===== src/design/i2cmr_pkg.sv =====
// ----------------------------------------------------------------------------
// i2cmr_pkg
// Shared types and constants for the I2C master read engine.
// ----------------------------------------------------------------------------
package i2cmr_pkg;

    // Longest transfer accepted; larger counts are clamped to this
    localparam int unsigned MAX_READ_LEN = 255;

    localparam logic [15:0] HALF_PERIOD_RESET   = 16'd90;
    localparam logic [23:0] TIMEOUT_LIMIT_RESET = 24'd65535;
    localparam logic [23:0] ELAPSED_MAX         = 24'hFFFFFF;

    // Configuration register indexes
    typedef enum logic [0:0] {
        CFG_HALF_PERIOD   = 1'b0,
        CFG_TIMEOUT_LIMIT = 1'b1
    } cfg_index_t;

    // Transfer outcome
    typedef enum logic [1:0] {
        STATUS_OK        = 2'd0,
        STATUS_ADDR_NACK = 2'd1,
        STATUS_TIMEOUT   = 2'd2
    } status_t;

    // Bus sequencer phases
    typedef enum logic [4:0] {
        PH_IDLE     = 5'd0,
        PH_ST_A     = 5'd1,
        PH_ST_B     = 5'd2,
        PH_ST_C     = 5'd3,
        PH_WR_DATA  = 5'd4,
        PH_WR_HIGH  = 5'd5,
        PH_WR_LOW   = 5'd6,
        PH_AK_REL   = 5'd7,
        PH_AK_HIGH  = 5'd8,
        PH_AK_LOW   = 5'd9,
        PH_RD_SETUP = 5'd10,
        PH_RD_HIGH  = 5'd11,
        PH_RD_LOW   = 5'd12,
        PH_RA_DRIVE = 5'd13,
        PH_RA_HIGH  = 5'd14,
        PH_RA_LOW   = 5'd15,
        PH_SP_A     = 5'd16,
        PH_SP_B     = 5'd17,
        PH_SP_C     = 5'd18
    } phase_t;

endpackage


===== src/design/i2c_master_read_engine.sv =====
// ----------------------------------------------------------------------------
// i2c_master_read_engine
// Bit-banged I2C master that reads a run of bytes from a seven-bit target,
// paced by a half-period divider, one tick item per clock unless m_ready stalls.
// ----------------------------------------------------------------------------
//
//  Channel   Ports                                  Handshake    Moves
//  --------  -------------------------------------  -----------  -----------------
//  input     s_command .. s_sda_in                  s_valid/rdy  one tick item
//  result    m_scl_out .. m_busy_res                m_valid/rdy  one result item
//  config    cfg_wr_en, cfg_index, cfg_wdata        write only   one register
//
//  Each accepted tick item updates the sequencer state and lands its result
//  in the output register at the same edge; one item per cycle is sustained
//  while m_ready takes each result.
//  s_ready is high while the output register is empty or being taken, so a
//  stalled m_ready holds the input side after at most one item.
//  aresetn (synchronous, active low) returns the sequencer to idle with both
//  lines released and the registers at their reset values; no clearing pass.
//
module i2c_master_read_engine (
    input  logic        aclk,
    input  logic        aresetn,
    // configuration
    input  logic        cfg_wr_en,
    input  logic [0:0]  cfg_index,
    input  logic [23:0] cfg_wdata,
    // tick items in
    input  logic        s_valid,
    output logic        s_ready,
    input  logic        s_command,
    input  logic [6:0]  s_slave_address,
    input  logic [7:0]  s_byte_count,
    input  logic        s_sda_in,
    // results out
    output logic        m_valid,
    input  logic        m_ready,
    output logic        m_scl_out,
    output logic        m_sda_out,
    output logic [7:0]  m_data_byte,
    output logic        m_data_valid,
    output logic        m_last_byte,
    output logic        m_done_res,
    output logic [1:0]  m_status,
    output logic        m_busy_res
);

    // Configuration registers
    logic [15:0] half_period_reg;
    logic [23:0] timeout_limit_reg;

    // Sequencer state
    i2cmr_pkg::phase_t  phase_reg, phase_next;
    logic [15:0]        divider_count_reg, divider_count_next;
    logic [23:0]        elapsed_ticks_reg, elapsed_ticks_next;
    logic [3:0]         bit_index_reg, bit_index_next;
    logic [7:0]         bytes_left_reg, bytes_left_next;
    logic [7:0]         shift_reg, shift_next;
    logic               scl_drive_reg, scl_drive_next;
    logic               sda_drive_reg, sda_drive_next;
    i2cmr_pkg::status_t pending_status_reg, pending_status_next;

    // Per-tick result flags
    logic               res_valid;
    logic [7:0]         res_byte;
    logic               res_last;
    logic               res_done;
    i2cmr_pkg::status_t res_status;

    // Output register
    logic               m_valid_reg;
    logic               out_scl_reg, out_sda_reg;
    logic [7:0]         out_byte_reg;
    logic               out_dvalid_reg, out_last_reg, out_done_reg, out_busy_reg;
    i2cmr_pkg::status_t out_status_reg;

    // Shared decode
    logic        accept;
    logic        busy;
    logic [15:0] hp;
    logic [15:0] div_inc;
    logic        adv;
    logic [23:0] elapsed_inc;
    logic        timed_out;
    logic [7:0]  cnt_clamp;
    logic [3:0]  bi_dec;
    logic [3:0]  bi_inc;
    logic [7:0]  bl_dec;
    logic [7:0]  rx_shift;

    assign s_ready = ~m_valid_reg | m_ready;
    assign accept  = s_valid & s_ready;

    assign busy        = (phase_reg != i2cmr_pkg::PH_IDLE);
    // A half period of zero behaves as one
    assign hp          = (half_period_reg == 16'd0) ? 16'd1 : half_period_reg;
    assign div_inc     = divider_count_reg + 16'd1;
    assign adv         = busy & (div_inc >= hp);
    // Saturate the elapsed count at its maximum
    assign elapsed_inc = (elapsed_ticks_reg == i2cmr_pkg::ELAPSED_MAX) ?
                         elapsed_ticks_reg : (elapsed_ticks_reg + 24'd1);
    assign timed_out   = (elapsed_inc > timeout_limit_reg);
    assign cnt_clamp   = (32'(s_byte_count) > i2cmr_pkg::MAX_READ_LEN) ?
                         8'(i2cmr_pkg::MAX_READ_LEN) : s_byte_count;
    assign bi_dec      = bit_index_reg - 4'd1;
    assign bi_inc      = bit_index_reg + 4'd1;
    assign bl_dec      = (bytes_left_reg != 8'd0) ? (bytes_left_reg - 8'd1) : bytes_left_reg;
    assign rx_shift    = {shift_reg[6:0], s_sda_in};

    // ------------------------------------------------------------------
    // Next phase
    // ------------------------------------------------------------------
    always_comb begin
        phase_next = phase_reg;
        if (!busy) begin
            if (s_command && (cnt_clamp != 8'd0)) begin
                phase_next = i2cmr_pkg::PH_ST_A;
            end
        end else if (adv) begin
            case (phase_reg)
                i2cmr_pkg::PH_ST_A:     phase_next = i2cmr_pkg::PH_ST_B;
                i2cmr_pkg::PH_ST_B:     phase_next = i2cmr_pkg::PH_ST_C;
                i2cmr_pkg::PH_ST_C: begin
                    phase_next = timed_out ? i2cmr_pkg::PH_IDLE : i2cmr_pkg::PH_WR_DATA;
                end
                i2cmr_pkg::PH_WR_DATA:  phase_next = i2cmr_pkg::PH_WR_HIGH;
                i2cmr_pkg::PH_WR_HIGH:  phase_next = i2cmr_pkg::PH_WR_LOW;
                i2cmr_pkg::PH_WR_LOW: begin
                    phase_next = (bit_index_reg != 4'd0) ? i2cmr_pkg::PH_WR_DATA
                                                          : i2cmr_pkg::PH_AK_REL;
                end
                i2cmr_pkg::PH_AK_REL:   phase_next = i2cmr_pkg::PH_AK_HIGH;
                i2cmr_pkg::PH_AK_HIGH:  phase_next = i2cmr_pkg::PH_AK_LOW;
                i2cmr_pkg::PH_AK_LOW: begin
                    if (shift_reg[0]) begin
                        phase_next = i2cmr_pkg::PH_SP_A;
                    end else begin
                        phase_next = timed_out ? i2cmr_pkg::PH_IDLE : i2cmr_pkg::PH_RD_SETUP;
                    end
                end
                i2cmr_pkg::PH_RD_SETUP: phase_next = i2cmr_pkg::PH_RD_HIGH;
                i2cmr_pkg::PH_RD_HIGH:  phase_next = i2cmr_pkg::PH_RD_LOW;
                i2cmr_pkg::PH_RD_LOW: begin
                    phase_next = bit_index_reg[3] ? i2cmr_pkg::PH_RA_DRIVE
                                                  : i2cmr_pkg::PH_RD_SETUP;
                end
                i2cmr_pkg::PH_RA_DRIVE: phase_next = i2cmr_pkg::PH_RA_HIGH;
                i2cmr_pkg::PH_RA_HIGH:  phase_next = i2cmr_pkg::PH_RA_LOW;
                i2cmr_pkg::PH_RA_LOW: begin
                    if (bl_dec != 8'd0) begin
                        phase_next = timed_out ? i2cmr_pkg::PH_IDLE
                                               : i2cmr_pkg::PH_RD_SETUP;
                    end else begin
                        phase_next = i2cmr_pkg::PH_SP_A;
                    end
                end
                i2cmr_pkg::PH_SP_A:     phase_next = i2cmr_pkg::PH_SP_B;
                i2cmr_pkg::PH_SP_B:     phase_next = i2cmr_pkg::PH_SP_C;
                i2cmr_pkg::PH_SP_C:     phase_next = i2cmr_pkg::PH_IDLE;
                default:                phase_next = i2cmr_pkg::PH_IDLE;
            endcase
        end
    end

    // ------------------------------------------------------------------
    // Datapath and result flags
    // ------------------------------------------------------------------
    always_comb begin
        divider_count_next  = divider_count_reg;
        elapsed_ticks_next  = elapsed_ticks_reg;
        bit_index_next      = bit_index_reg;
        bytes_left_next     = bytes_left_reg;
        shift_next          = shift_reg;
        scl_drive_next      = scl_drive_reg;
        sda_drive_next      = sda_drive_reg;
        pending_status_next = pending_status_reg;
        res_valid           = 1'b0;
        res_byte            = 8'd0;
        res_last            = 1'b0;
        res_done            = 1'b0;
        res_status          = i2cmr_pkg::STATUS_OK;

        if (!busy) begin
            if (s_command) begin
                if (cnt_clamp == 8'd0) begin
                    // empty transfer: report success at once
                    res_done = 1'b1;
                end else begin
                    elapsed_ticks_next  = 24'd0;
                    divider_count_next  = 16'd0;
                    bit_index_next      = 4'd0;
                    bytes_left_next     = cnt_clamp;
                    shift_next          = {s_slave_address, 1'b1};
                    pending_status_next = i2cmr_pkg::STATUS_OK;
                    sda_drive_next      = 1'b1;
                    scl_drive_next      = 1'b1;
                end
            end
        end else begin
            elapsed_ticks_next = elapsed_inc;
            divider_count_next = adv ? 16'd0 : div_inc;
            if (adv) begin
                case (phase_reg)
                    i2cmr_pkg::PH_ST_A:    sda_drive_next = 1'b0;
                    i2cmr_pkg::PH_ST_B:    scl_drive_next = 1'b0;
                    i2cmr_pkg::PH_ST_C: begin
                        if (timed_out) begin
                            scl_drive_next = 1'b1;
                            sda_drive_next = 1'b1;
                            res_done       = 1'b1;
                            res_status     = i2cmr_pkg::STATUS_TIMEOUT;
                        end else begin
                            bit_index_next = 4'd7;
                            sda_drive_next = shift_reg[7];
                        end
                    end
                    i2cmr_pkg::PH_WR_DATA: scl_drive_next = 1'b1;
                    i2cmr_pkg::PH_WR_HIGH: scl_drive_next = 1'b0;
                    i2cmr_pkg::PH_WR_LOW: begin
                        if (bit_index_reg != 4'd0) begin
                            bit_index_next = {1'b0, bi_dec[2:0]};
                            sda_drive_next = shift_reg[bi_dec[2:0]];
                        end else begin
                            sda_drive_next = 1'b1;
                        end
                    end
                    i2cmr_pkg::PH_AK_REL:  scl_drive_next = 1'b1;
                    i2cmr_pkg::PH_AK_HIGH: begin
                        shift_next     = {7'd0, s_sda_in};
                        scl_drive_next = 1'b0;
                    end
                    i2cmr_pkg::PH_AK_LOW: begin
                        if (shift_reg[0]) begin
                            // address not acknowledged: go to STOP
                            pending_status_next = i2cmr_pkg::STATUS_ADDR_NACK;
                            sda_drive_next      = 1'b0;
                        end else if (timed_out) begin
                            scl_drive_next = 1'b1;
                            sda_drive_next = 1'b1;
                            res_done       = 1'b1;
                            res_status     = i2cmr_pkg::STATUS_TIMEOUT;
                        end else begin
                            sda_drive_next = 1'b1;
                            bit_index_next = 4'd0;
                            shift_next     = 8'd0;
                        end
                    end
                    i2cmr_pkg::PH_RD_SETUP: scl_drive_next = 1'b1;
                    i2cmr_pkg::PH_RD_HIGH: begin
                        shift_next     = rx_shift;
                        scl_drive_next = 1'b0;
                        bit_index_next = bi_inc;
                        if (bi_inc[3]) begin
                            res_valid = 1'b1;
                            res_byte  = rx_shift;
                            res_last  = (bytes_left_reg == 8'd1);
                        end
                    end
                    i2cmr_pkg::PH_RD_LOW: begin
                        if (bit_index_reg[3]) begin
                            // ACK all but the last byte
                            sda_drive_next = (bytes_left_reg > 8'd1) ? 1'b0 : 1'b1;
                        end
                    end
                    i2cmr_pkg::PH_RA_DRIVE: scl_drive_next = 1'b1;
                    i2cmr_pkg::PH_RA_HIGH:  scl_drive_next = 1'b0;
                    i2cmr_pkg::PH_RA_LOW: begin
                        bytes_left_next = bl_dec;
                        if (bl_dec != 8'd0) begin
                            if (timed_out) begin
                                scl_drive_next = 1'b1;
                                sda_drive_next = 1'b1;
                                res_done       = 1'b1;
                                res_status     = i2cmr_pkg::STATUS_TIMEOUT;
                            end else begin
                                sda_drive_next = 1'b1;
                                bit_index_next = 4'd0;
                                shift_next     = 8'd0;
                            end
                        end else begin
                            pending_status_next = i2cmr_pkg::STATUS_OK;
                            sda_drive_next      = 1'b0;
                        end
                    end
                    i2cmr_pkg::PH_SP_A: scl_drive_next = 1'b1;
                    i2cmr_pkg::PH_SP_B: sda_drive_next = 1'b1;
                    i2cmr_pkg::PH_SP_C: begin
                        res_done   = 1'b1;
                        res_status = pending_status_reg;
                    end
                    default: begin
                        res_done = 1'b0;
                    end
                endcase
            end
        end
    end

    // ------------------------------------------------------------------
    // Configuration registers
    // ------------------------------------------------------------------
    always_ff @(posedge aclk) begin
        if (!aresetn) begin
            half_period_reg   <= i2cmr_pkg::HALF_PERIOD_RESET;
            timeout_limit_reg <= i2cmr_pkg::TIMEOUT_LIMIT_RESET;
        end else if (cfg_wr_en) begin
            case (cfg_index)
                i2cmr_pkg::CFG_HALF_PERIOD:   half_period_reg   <= cfg_wdata[15:0];
                i2cmr_pkg::CFG_TIMEOUT_LIMIT: timeout_limit_reg <= cfg_wdata;
                default:                      half_period_reg   <= half_period_reg;
            endcase
        end
    end

    // ------------------------------------------------------------------
    // Sequencer state: advance only on an accepted tick item
    // ------------------------------------------------------------------
    always_ff @(posedge aclk) begin
        if (!aresetn) begin
            phase_reg          <= i2cmr_pkg::PH_IDLE;
            divider_count_reg  <= 16'd0;
            elapsed_ticks_reg  <= 24'd0;
            bit_index_reg      <= 4'd0;
            bytes_left_reg     <= 8'd0;
            shift_reg          <= 8'd0;
            scl_drive_reg      <= 1'b1;
            sda_drive_reg      <= 1'b1;
            pending_status_reg <= i2cmr_pkg::STATUS_OK;
        end else if (accept) begin
            phase_reg          <= phase_next;
            divider_count_reg  <= divider_count_next;
            elapsed_ticks_reg  <= elapsed_ticks_next;
            bit_index_reg      <= bit_index_next;
            bytes_left_reg     <= bytes_left_next;
            shift_reg          <= shift_next;
            scl_drive_reg      <= scl_drive_next;
            sda_drive_reg      <= sda_drive_next;
            pending_status_reg <= pending_status_next;
        end
    end

    // ------------------------------------------------------------------
    // Output register: load on accept, drop once taken
    // ------------------------------------------------------------------
    always_ff @(posedge aclk) begin
        if (!aresetn) begin
            m_valid_reg <= 1'b0;
        end else if (accept) begin
            m_valid_reg <= 1'b1;
        end else if (m_ready) begin
            m_valid_reg <= 1'b0;
        end
    end

    always_ff @(posedge aclk) begin
        if (accept) begin
            out_scl_reg    <= scl_drive_next;
            out_sda_reg    <= sda_drive_next;
            out_byte_reg   <= res_byte;
            out_dvalid_reg <= res_valid;
            out_last_reg   <= res_last;
            out_done_reg   <= res_done;
            out_status_reg <= res_status;
            out_busy_reg   <= (phase_next != i2cmr_pkg::PH_IDLE);
        end
    end

    assign m_valid      = m_valid_reg;
    assign m_scl_out    = out_scl_reg;
    assign m_sda_out    = out_sda_reg;
    assign m_data_byte  = out_byte_reg;
    assign m_data_valid = out_dvalid_reg;
    assign m_last_byte  = out_last_reg;
    assign m_done_res   = out_done_reg;
    assign m_status     = out_status_reg;
    assign m_busy_res   = out_busy_reg;

    // ------------------------------------------------------------------
    // Assertions
    // ------------------------------------------------------------------
    a_idle_divider_clear: assert property (@(posedge aclk) disable iff (!aresetn)
        (phase_reg == i2cmr_pkg::PH_IDLE) |-> (divider_count_reg == 16'd0))
        else $error("divider running while idle");

    a_done_not_busy: assert property (@(posedge aclk) disable iff (!aresetn)
        (m_valid && m_done_res) |-> !m_busy_res)
        else $error("done reported while still busy");

    a_byte_not_done: assert property (@(posedge aclk) disable iff (!aresetn)
        (m_valid && m_data_valid) |-> (!m_done_res && m_busy_res))
        else $error("byte completed outside a running transfer");

    a_status_with_done: assert property (@(posedge aclk) disable iff (!aresetn)
        (m_valid && !m_done_res) |-> (m_status == i2cmr_pkg::STATUS_OK))
        else $error("status set without done");

    a_last_with_valid: assert property (@(posedge aclk) disable iff (!aresetn)
        (m_valid && m_last_byte) |-> m_data_valid)
        else $error("last byte flag without a byte");

endmodule


===== config.mk =====
export PLATFORM = sky130hd
export DESIGN_NAME = i2c_master_read_engine
export DESIGN_NICKNAME = d
export VERILOG_FILES = /design/src/design/i2cmr_pkg.sv /design/src/design/i2c_master_read_engine.sv
export SDC_FILE = /design/constraint.sdc
export NUM_CORES = 1
export LEC_CHECK = 0
export BUFFER_PORTS_ARGS = -buffer_cell sky130_fd_sc_hd__buf_2
export CAP_MARGIN = 5
export CORE_MARGIN = 2
export CORE_UTILIZATION = 65
export CTS_CLUSTER_DIAMETER = 200
export DETAILED_ROUTE_END_ITERATION = 12
export MAX_ROUTING_LAYER = met4
export PLACE_DENSITY = 0.95
export RECOVER_POWER = 100
export SETUP_SLACK_MARGIN = 0.1
export SLEW_MARGIN = 20
export SYNTH_ARGS = -nofsm -noshare
export SYNTH_HDL_FRONTEND = slang
export SYNTH_SLANG_ARGS = --single-unit

===== constraint.sdc =====
create_clock -name aclk -period 9.8 [get_ports aclk]
set_input_delay 0.98 -clock aclk [delete_from_list [all_inputs] [get_ports aclk]]
set_output_delay 0.98 -clock aclk [all_outputs]
set_load 0.005 [all_outputs]

==> impl_metrics.json, run 1 <==
{
  "status": "finished, violations left",
  "violations": "max-capacitance violations, max-slew violations",
  "area_growth_pct": 10.7,
  "ir_worst_vdd_v": 0.000139,
  "initial_utilization_pct": 65.8,
  "drt-initial-drc-count": 674,
  "dieArea_um2": 12900,
  "drt-total-wl_mm": 20.7,
  "final_cell_count_no_fill": 1147,
  "crit_path_end_kind": "flip-flop",
  "crit_type": "input port to flip-flop",
  "insertion_delay_ns": 0.43,
  "cp-start-kind": "input port",
  "worst_pin_slew_ns": 2.97,
  "fmax_mhz": 191,
  "antenna_found_initial": 0,
  "post-route-period-util_pct": 53.4,
  "final_cell_area_um2": 8640,
  "ys_ff_latch": 125,
  "portBuffers": 64,
  "p_leak_nw": 3.68,
  "grt_max_degree": 63,
  "hold-worst-slack_ns": 0.453,
  "ys_async_sr_fraction_pct": 0,
  "n_antenna_cell": 0,
  "track_usage_pct": 33.8,
  "min-delay-path-class": "flip-flop to flip-flop",
  "fin_crit_ns": 5.23,
  "placed_cells": 1116,
  "layout-drive-gt1-share_pct": 11.5,
  "ant_nets": 0,
  "dp_slack_ns": 5.28,
  "grt.overflow.total": 0,
  "slowest_delay_ns": 2.14,
  "coreArea_um2": 11900,
  "worst-path-buf-inv": 4,
  "crit_chain": "buf_2 > clkbuf_1 > inv_1 > clkbuf_1 > nor2_1 > o21ai_0 > o31ai_1",
  "cts_made_buffers": 17,
  "combPwrFrac_pct": 16.7,
  "synth_cells": 947,
  "die_x_um": 114,
  "cts.clk_slew.worst_paths_ns": 0.05,
  "setup_viol": 0,
  "synthDistinctLibCells": 81,
  "grt_first_pass_wirelength_mm": 33.8,
  "syn_area_um2": 7800,
  "num_io_pins": 65,
  "clkPwrFrac_pct": 43.4,
  "cts_htree_levels": 4,
  "cts_hold_buf": 0,
  "avgSynthCellArea_um2": 8.24,
  "fin_util_pct": 72.8,
  "cts.sinks": 125,
  "critPathTopFamily": "buffers and inverters",
  "cap_violations": 3,
  "vias": 7480,
  "switching_power_mw": 0.397,
  "rows": 40,
  "pwr-share-seq_pct": 39.8,
  "drtPass1Iterations": 6,
  "die_h_um": 114,
  "crit_arrival_ns": 5.53,
  "skew_ns": 0.00735,
  "cts_root_buf": "clkbuf_16",
  "rsz0062_at_grt": "false",
  "fin_ws_ns": 4.57,
  "fillers": 881,
  "critical-path-slowest-cell": "clkbuf_1",
  "placed_area_um2": 8110,
  "synth-edff-count": 16,
  "cts_tree": "yes",
  "syn_nets": 1042,
  "ys_seq_area_share_pct": 34.1,
  "slew_viol_final": 143,
  "power_density_nw_per_um2": 165,
  "vias_per_cell": 6.52,
  "ctsResizeCount": 0,
  "setup_tns_ns": 0,
  "post-cts-setup-buffers": 0,
  "hold_violations": 0,
  "required_ns": 10.10,
  "drc": 0,
  "wl_per_cell_um": 18.0,
  "swShare_pct": 27.8,
  "first_global_vias": 7008,
  "hpwlAfterDp_mm": 14.3,
  "internal_power_mw": 1.03,
  "clock_path_buffers": 2,
  "maxSlewHeadroom_pct": -97.9,
  "cp_max_fo": 62,
  "p_total_mw": 1.43,
  "yosys_warnings": 0,
  "nNetsFinal": 1083,
  "path_common_cell": "clkbuf_1",
  "place_congestion": 1.00,
  "synth_flop_cell": "dfxtp_1"
}
==> cells in the final DEF (no fill, tap or decap), types with 14 or more instances in the layout <==
cell       instances
nand2_1          125
dfxtp_1          109
a21oi_1           78
nor2_1            61
buf_2             54
inv_1             52
ha_1              48
o21ai_0           44
o211ai_1          25
xor2_1            24
nand3_1           23
a22oi_1           23
nor3_1            20
and3_1            19
xnor2_1           18
a31oi_1           18
clkbuf_16         17
edfxtp_1          16
nor4_1            15
clkbuf_1          15
nand2b_1          14
==> routing by layer <==
layer	share of wire (%)	GRT usage (%)
met3	8.3	8.18
met4	3.5	16.3
met5	0	-
met2	47	53.1
met1	41	41.1
==> cell families after synthesis <==
logic type	share of synthesized area (%)
xor+xnor	4.71
mux	1.62
simple gates	23.0
compound gates	23.1
fa+ha+maj	7.70
buf+inv	5.72
flops	34.1
==> final timing paths <==
path | startpoint | to | slack [ns] | cells after the start
max | aresetn | elapsed_ticks_reg[10] | 4.57 | 7
min | half_period_reg[0] | half_period_reg[0] | 0.45 | 2
max reg2reg | elapsed_ticks_reg[3] | bit_index_reg[0] | 4.64 | 14
min reg2reg | half_period_reg[0] | half_period_reg[0] | 0.45 | 2
==> synthesized netlist by cell type, types with 5 or more instances <==
master,instances,area [um2]
a211oi_1,9,67.6
a21o_1,7,52.6
a21oi_1,78,390
a22o_1,6,52.6
a22oi_1,23,173
a311oi_1,11,96.3
a31oi_1,18,113
and2_1,14,87.6
and3_1,19,119
and4_1,5,43.8
buf_1,7,26.3
buf_2,7,35.0
buf_6,5,56.3
clkbuf_1,26,97.6
dfxtp_1,109,2180
edfxtp_1,16,480
ha_1,48,601
inv_1,51,191
mux2i_1,7,70.1
nand2_1,125,469
nand2b_1,14,87.6
nand3_1,23,115
nand3b_1,5,37.5
nand4_1,13,81.3
nor2_1,61,229
nor2b_1,6,37.5
nor3_1,19,95.1
nor4_1,14,87.6
o211ai_1,25,188
o21ai_0,44,220
o31ai_1,6,45.0
xnor2_1,18,158
xor2_1,24,210
==> power groups by stage <==
stage	clock network [mW]	registers [mW]	logic [mW]
2_1_floorplan	0	0.566	0.186
3_3_place_gp	0	0.576	0.227
3_5_place_dp	0	0.578	0.233
4_1_cts	0.622	0.567	0.236
5_1_grt	0.646	0.572	0.262
6_report	0.620	0.569	0.239
==> area by class of cell <==
| type | instances | area (um2) | area share [%] |
|---|---|---|---|
| clock inverters | 7 | 86.3 | 0.999 |
| flip-flops and latches | 125 | 2660 | 30.8 |
| repair buffers | 71 | 345 | 4.00 |
| inverters | 53 | 199 | 2.30 |
| clock buffers | 24 | 492 | 5.69 |
| multi-input cells | 720 | 4670 | 54.1 |
| well taps | 147 | 184 | 2.13 |
==> tightest hold or removal path: cells and delay by family (launching register included) <==
| kind | cells | cell delay [ns] |
|---|---|---|
| AND/OR/NAND/NOR | 1 | 0.05 |
| AO/OA/AOI/OAI | 1 | 0.05 |
| flip-flops | 1 | 0.30 |
Power figures use the tool's default switching activity.
==> inputs of run 2 (changes only) <==
--- a/config.mk
+++ b/config.mk
@@ -8,11 +8,11 @@
 export BUFFER_PORTS_ARGS = -buffer_cell sky130_fd_sc_hd__buf_2
 export CAP_MARGIN = 5
 export CORE_MARGIN = 2
-export CORE_UTILIZATION = 65
+export CORE_UTILIZATION = 55
 export CTS_CLUSTER_DIAMETER = 200
 export DETAILED_ROUTE_END_ITERATION = 12
 export MAX_ROUTING_LAYER = met4
-export PLACE_DENSITY = 0.95
+export PLACE_DENSITY = 0.86
 export RECOVER_POWER = 100
 export SETUP_SLACK_MARGIN = 0.1
 export SLEW_MARGIN = 20
==> constraint.sdc (replaced) <==
create_clock -name aclk -period 4.2 [get_ports aclk]
set_input_delay 0.42 -clock aclk [delete_from_list [all_inputs] [get_ports aclk]]
set_output_delay 0.42 -clock aclk [all_outputs]
set_load 0.005 [all_outputs]
==> run 2 against run 1 <==
The run still ends with max-capacitance violations, max-slew violations left. Power grew 130%. Routed wire length is essentially flat. Critical path depth increased by 8. Clock power is 110% higher. Flip-flop and latch count unchanged. Worst setup slack worse by 4.4 ns. Sequential power increased by 130%. Register-to-register slack lost 4.4 ns. Combinational power is 140% higher. Via count down 0.15%. Critical endpoint is now m_done_res. Largest cell class unchanged.
==> impl_metrics.json, run 2 (same netlist as run 1, synthesis figures left out) <==
{
  "drt-initial-drc-count": 796,
  "dieArea_um2": 15200,
  "violations": "max-capacitance violations, max-slew violations",
  "layout-drive-gt1-share_pct": 17.3,
  "cp_max_fo": 6,
  "wl_per_cell_um": 17.0,
  "track_usage_pct": 28.2,
  "cts_root_buf": "clkbuf_16",
  "worst_pin_slew_ns": 2.39,
  "status": "finished, violations left",
  "fin_util_pct": 65.7,
  "layout_commonest_cell": "nand2_1",
  "insertion_delay_ns": 0.42,
  "p_leak_nw": 3.89,
  "grt_first_pass_wirelength_mm": 33.0,
  "cts_htree_levels": 4,
  "hold_violations": 0,
  "placed_cells": 1182,
  "hp-start": "s_valid",
  "die_h_um": 123,
  "coreArea_um2": 13900,
  "final_cell_count_no_fill": 1220,
  "crit_path_end_kind": "flip-flop",
  "skew_ns": 0.00425,
  "slew_viol_final": 92,
  "ir_worst_vdd_v": 0.000276,
  "cts_made_buffers": 17,
  "vias_per_cell": 6.12,
  "grt.overflow.total": 0,
  "cts.clk_slew.worst_paths_ns": 0.06,
  "post-route-period-util_pct": 95.4,
  "drc": 0,
  "power_density_nw_per_um2": 354,
  "clock_path_buffers": 2,
  "vias": 7469,
  "place_congestion": 0.974,
  "rows": 43,
  "cts_tree": "yes",
  "hold-worst-slack_ns": 0.247,
  "hold_depth": 3,
  "cp-start-kind": "flip-flop",
  "hpwlAfterDp_mm": 14.3,
  "initial_utilization_pct": 56.2,
  "maxSlewHeadroom_pct": -59.4,
  "reg2reg_slack_ns": 0.19,
  "ant_nets": 0,
  "drtPass1Iterations": 5,
  "crit_type": "flip-flop to flip-flop",
  "area_growth_pct": 16.8,
  "setup_tns_ns": 0,
  "grt_max_degree": 52,
  "fmax_mhz": 250,
  "required_ns": 4.37,
  "cap_violations": 2,
  "setup_viol": 0,
  "min-delay-path-class": "input port to flip-flop",
  "first_global_vias": 6894,
  "nNetsFinal": 1122,
  "num_io_pins": 65,
  "final_cell_mix": "124 x nand2_1, 103 x dfxtp_1, 78 x a21oi_1",
  "worstRegToRegCells": 15,
  "die_x_um": 123,
  "drt-total-wl_mm": 20.7,
  "cts_hold_buf": 0,
  "antenna_found_initial": 0,
  "portBuffers": 64,
  "crit_arrival_ns": 4.17,
  "fin_crit_ns": 4.01,
  "cts.sinks": 125,
  "r2r-end": "m_done_res",
  "n_antenna_cell": 0,
  "r2r_start": "elapsed_ticks_reg[12]",
  "hold-path-endpoint": "m_valid"
}
[run 2: routing by layer]
metal,track usage [%],vias up,part of all wire [%]
li1,-,3630,-
met2,45.2,302,48
met5,-,-,0
met4,10.5,0,2.8
met3,6.64,56,7.0
met1,34.7,3481,43
[run 2: worst max-delay path: stages, from the launching register on]
cell and delay (ns):
dfxtp_2 0.35, and4_1 0.23, nand4_1 0.19, nor4_2 0.06
buf_4 0.16, buf_4 0.14, nor4_4 0.39, nand2_2 0.13
xnor2_2 0.16, ha_1 0.32, nand4_1 0.24, a21oi_1 0.07
or4_4 0.57, o21a_4 0.26, and3_1 0.16, a311o_1 0.32
[run 2: how the worst max path moves through the flow]
stage | cells after the start | from | slack [ns] | to
finish | 15 | elapsed_ticks_reg[12] | 0.19 | m_done_res
global route | 18 | elapsed_ticks_reg[12] | -0.04 | bit_index_reg[1]
CTS | 15 | elapsed_ticks_reg[5] | 0.16 | m_done_res
detailed placement | 15 | elapsed_ticks_reg[5] | 0.12 | m_done_res
global placement | 13 | elapsed_ticks_reg[10] | 0.22 | m_done_res
floorplan | 17 | elapsed_ticks_reg[3] | 0.19 | shift_reg[4]
[run 2: report_power, final]
part	leakage [nW]	internal (mW)	total [mW]	switching, mW
sequential	1.05	1.27	1.32	0.0493
clock	0.271	0.809	1.33	0.517
combinational	2.58	0.228	0.584	0.356
[run 2: area by class of cell]
type	instances	area, um2
sequential	125	2670
fill	1150	4770
tap	180	225
clock buffer	25	495
clock inverter	7	36.3
multi-input combinational	720	4860
inverter	53	199
timing repair buffer	110	631
[run 2: repair_timing]
| action | CTS | global route |
|---|---|---|
| pin swaps | 0 | 14 |
| endpoints found under the setup margin | 1 | 29 |
| resized for setup | 1 | 35 |
| setup buffers | 0 | 6 |
[run 2: metrics by stage]
stage          instance area [um2]  setup WS [ns]  power (mW)
2_1_floorplan                 7800          0.186        1.75
4_1_cts                       8940          0.159        3.22
3_3_place_gp                  8400          0.217        1.89
3_5_place_dp                  8400          0.117        1.90
5_1_grt                       9110        -0.0438        3.36
6_report                      9110          0.195        3.23
==> inputs of run 3 (changes only) <==
--- a/config.mk
+++ b/config.mk
@@ -8,11 +8,11 @@
 export BUFFER_PORTS_ARGS = -buffer_cell sky130_fd_sc_hd__buf_2
 export CAP_MARGIN = 5
 export CORE_MARGIN = 2
-export CORE_UTILIZATION = 55
+export CORE_UTILIZATION = 45
 export CTS_CLUSTER_DIAMETER = 200
 export DETAILED_ROUTE_END_ITERATION = 12
 export MAX_ROUTING_LAYER = met4
-export PLACE_DENSITY = 0.86
+export PLACE_DENSITY = 0.74
 export RECOVER_POWER = 100
 export SETUP_SLACK_MARGIN = 0.1
 export SLEW_MARGIN = 20
==> run 3 against run 2 <==
The run still ends with max-capacitance violations, max-slew violations left. Clock power is 5% higher. Clock skew grew 0.0049 ns. Maximum frequency increased by 0.76%. First-iteration DRC count decreased by 14%. Critical path type unchanged. Global-route usage fell by 3.5 points.
==> impl_metrics.json, run 3 (same netlist as run 1, synthesis figures left out) <==
{
  "status": "finished, violations left",
  "nNetsFinal": 1125,
  "setup_tns_ns": 0,
  "portBuffers": 64,
  "p_leak_nw": 3.89,
  "vias": 7534,
  "vias_per_cell": 5.94,
  "coreArea_um2": 17100,
  "num_io_pins": 65,
  "insertion_delay_ns": 0.42,
  "layout_commonest_cell": "nand2_1",
  "wl_per_cell_um": 16.9,
  "cp-start-kind": "flip-flop",
  "slew_viol_final": 80,
  "track_usage_pct": 24.7,
  "fmax_mhz": 252,
  "cts_made_buffers": 17,
  "maxSlewHeadroom_pct": -39.8,
  "min-delay-path-class": "input port to flip-flop",
  "initial_utilization_pct": 45.6,
  "fin_crit_ns": 3.97,
  "required_ns": 4.37,
  "worst_pin_slew_ns": 2.10,
  "n_antenna_cell": 0,
  "post-route-period-util_pct": 94.6,
  "cts.clk_slew.worst_paths_ns": 0.06,
  "dieArea_um2": 18400,
  "setup_viol": 0,
  "ant_nets": 0,
  "r2r_start": "elapsed_ticks_reg[10]",
  "grt_first_pass_wirelength_mm": 35.3,
  "crit_path_end_kind": "flip-flop",
  "hp-start": "cfg_wdata[0]",
  "drt-initial-drc-count": 684,
  "cts_tree": "yes",
  "layout-drive-gt1-share_pct": 17.4,
  "cts_root_buf": "clkbuf_16",
  "first_global_vias": 7085,
  "fillers": 1633,
  "ir_worst_vdd_v": 0.000306,
  "setup.worst_path.start": "elapsed_ticks_reg[10]",
  "area_growth_pct": 16.6,
  "drtPass1Iterations": 5,
  "violations": "max-capacitance violations, max-slew violations",
  "hpwlAfterDp_mm": 15.3,
  "grt_max_degree": 48,
  "crit_type": "flip-flop to flip-flop",
  "drc": 0,
  "die_h_um": 136,
  "power_density_nw_per_um2": 363,
  "place_congestion": 0.940,
  "drt-total-wl_mm": 21.5,
  "skew_ns": 0.00912,
  "grt.overflow.total": 0,
  "cap_violations": 2,
  "hold_violations": 0,
  "rows": 48,
  "crit_arrival_ns": 4.15,
  "rsz0062_at_grt": "true",
  "cts.sinks": 125,
  "final_cell_mix": "124 x nand2_1, 101 x dfxtp_1, 78 x a21oi_1",
  "die_x_um": 136,
  "clock_path_buffers": 2,
  "cp_max_fo": 6,
  "antenna_found_initial": 0,
  "hold-worst-slack_ns": 0.235,
  "cts_htree_levels": 4
}
==> run 3: cell count changes in the layout (fill, tap and decap cells not counted), moves of 3 or more <==
cell      previous run  this run
and2_1              12         7
clkbuf_2             1         5
and2_0               2         6
buf_4               41        38
nor4_4               3         0
clkbuf_1            22        19
==> run 3: area by class of cell <==
class | instances | area, um2 | area share (%)
Tap cell | 225 | 282 | 3.09
Timing Repair Buffer | 113 | 642 | 7.06
Clock inverter | 10 | 88.8 | 0.977
Inverter | 53 | 199 | 2.19
Sequential cell | 125 | 2670 | 29.4
Clock buffer | 22 | 474 | 5.21
Multi-Input combinational cell | 720 | 4740 | 52.1
==> run 3: through the flow <==
step	total power, mW	std cells	worst slack (ns)	instance area [um2]	utilization (%)
2_1_floorplan	1.75	947	0.186	7800	-
3_3_place_gp	1.91	1233	0.154	8500	49.7
3_5_place_dp	1.91	1233	0.148	8500	49.7
4_1_cts	3.31	1265	0.134	9070	53.0
5_1_grt	3.44	1268	0.0246	9100	53.1
6_report	3.30	1268	0.225	9100	53.1
==> run 3: routing by layer <==
layer  share of wire, %  up-vias  track usage (%)
met4                2.8        0             9.43
li1                   -     3645                -
met5                  0        -                -
met3                6.8       58             4.64
met1                 44     3532             31.8
met2                 46      299             38.7
==> run 3: worst max-delay path, cell delays in order (launching register included) <==
cell and delay, ns:
dfxtp_1 0.40, and4_1 0.24, nand4_1 0.20, nor4_1 0.34, buf_4 0.22, nor2_1 0.06, and3_1 0.22, xor2_1 0.15
ha_1 0.30, a21o_1 0.16, nand3_1 0.07, a211oi_1 0.07, or4_4 0.55, o21a_1 0.26, and3_1 0.19, a311o_1 0.32
==> run 3: repair_timing <==
action                     CTS  global route
hold buffers                 0             0
buffers inserted             0             3
setup endpoints to repair    0            43
gates resized for setup      0            28
==> run 3: worst paths after layout <==
path	cells after the start	slack [ns]	end
setup / recovery	15	0.23	m_done_res
hold reg to reg	2	0.46	timeout_limit_reg[16]
setup reg to reg	15	0.23	m_done_res
hold / removal	3	0.24	timeout_limit_reg[0]
==> run 3: power breakdown <==
| group | internal [mW] | total [mW] | leakage (nW) | switching (mW) |
|---|---|---|---|---|
| clock | 0.857 | 1.40 | 0.276 | 0.541 |
| combinational | 0.224 | 0.587 | 2.56 | 0.364 |
| sequential | 1.27 | 1.32 | 1.05 | 0.0488 |
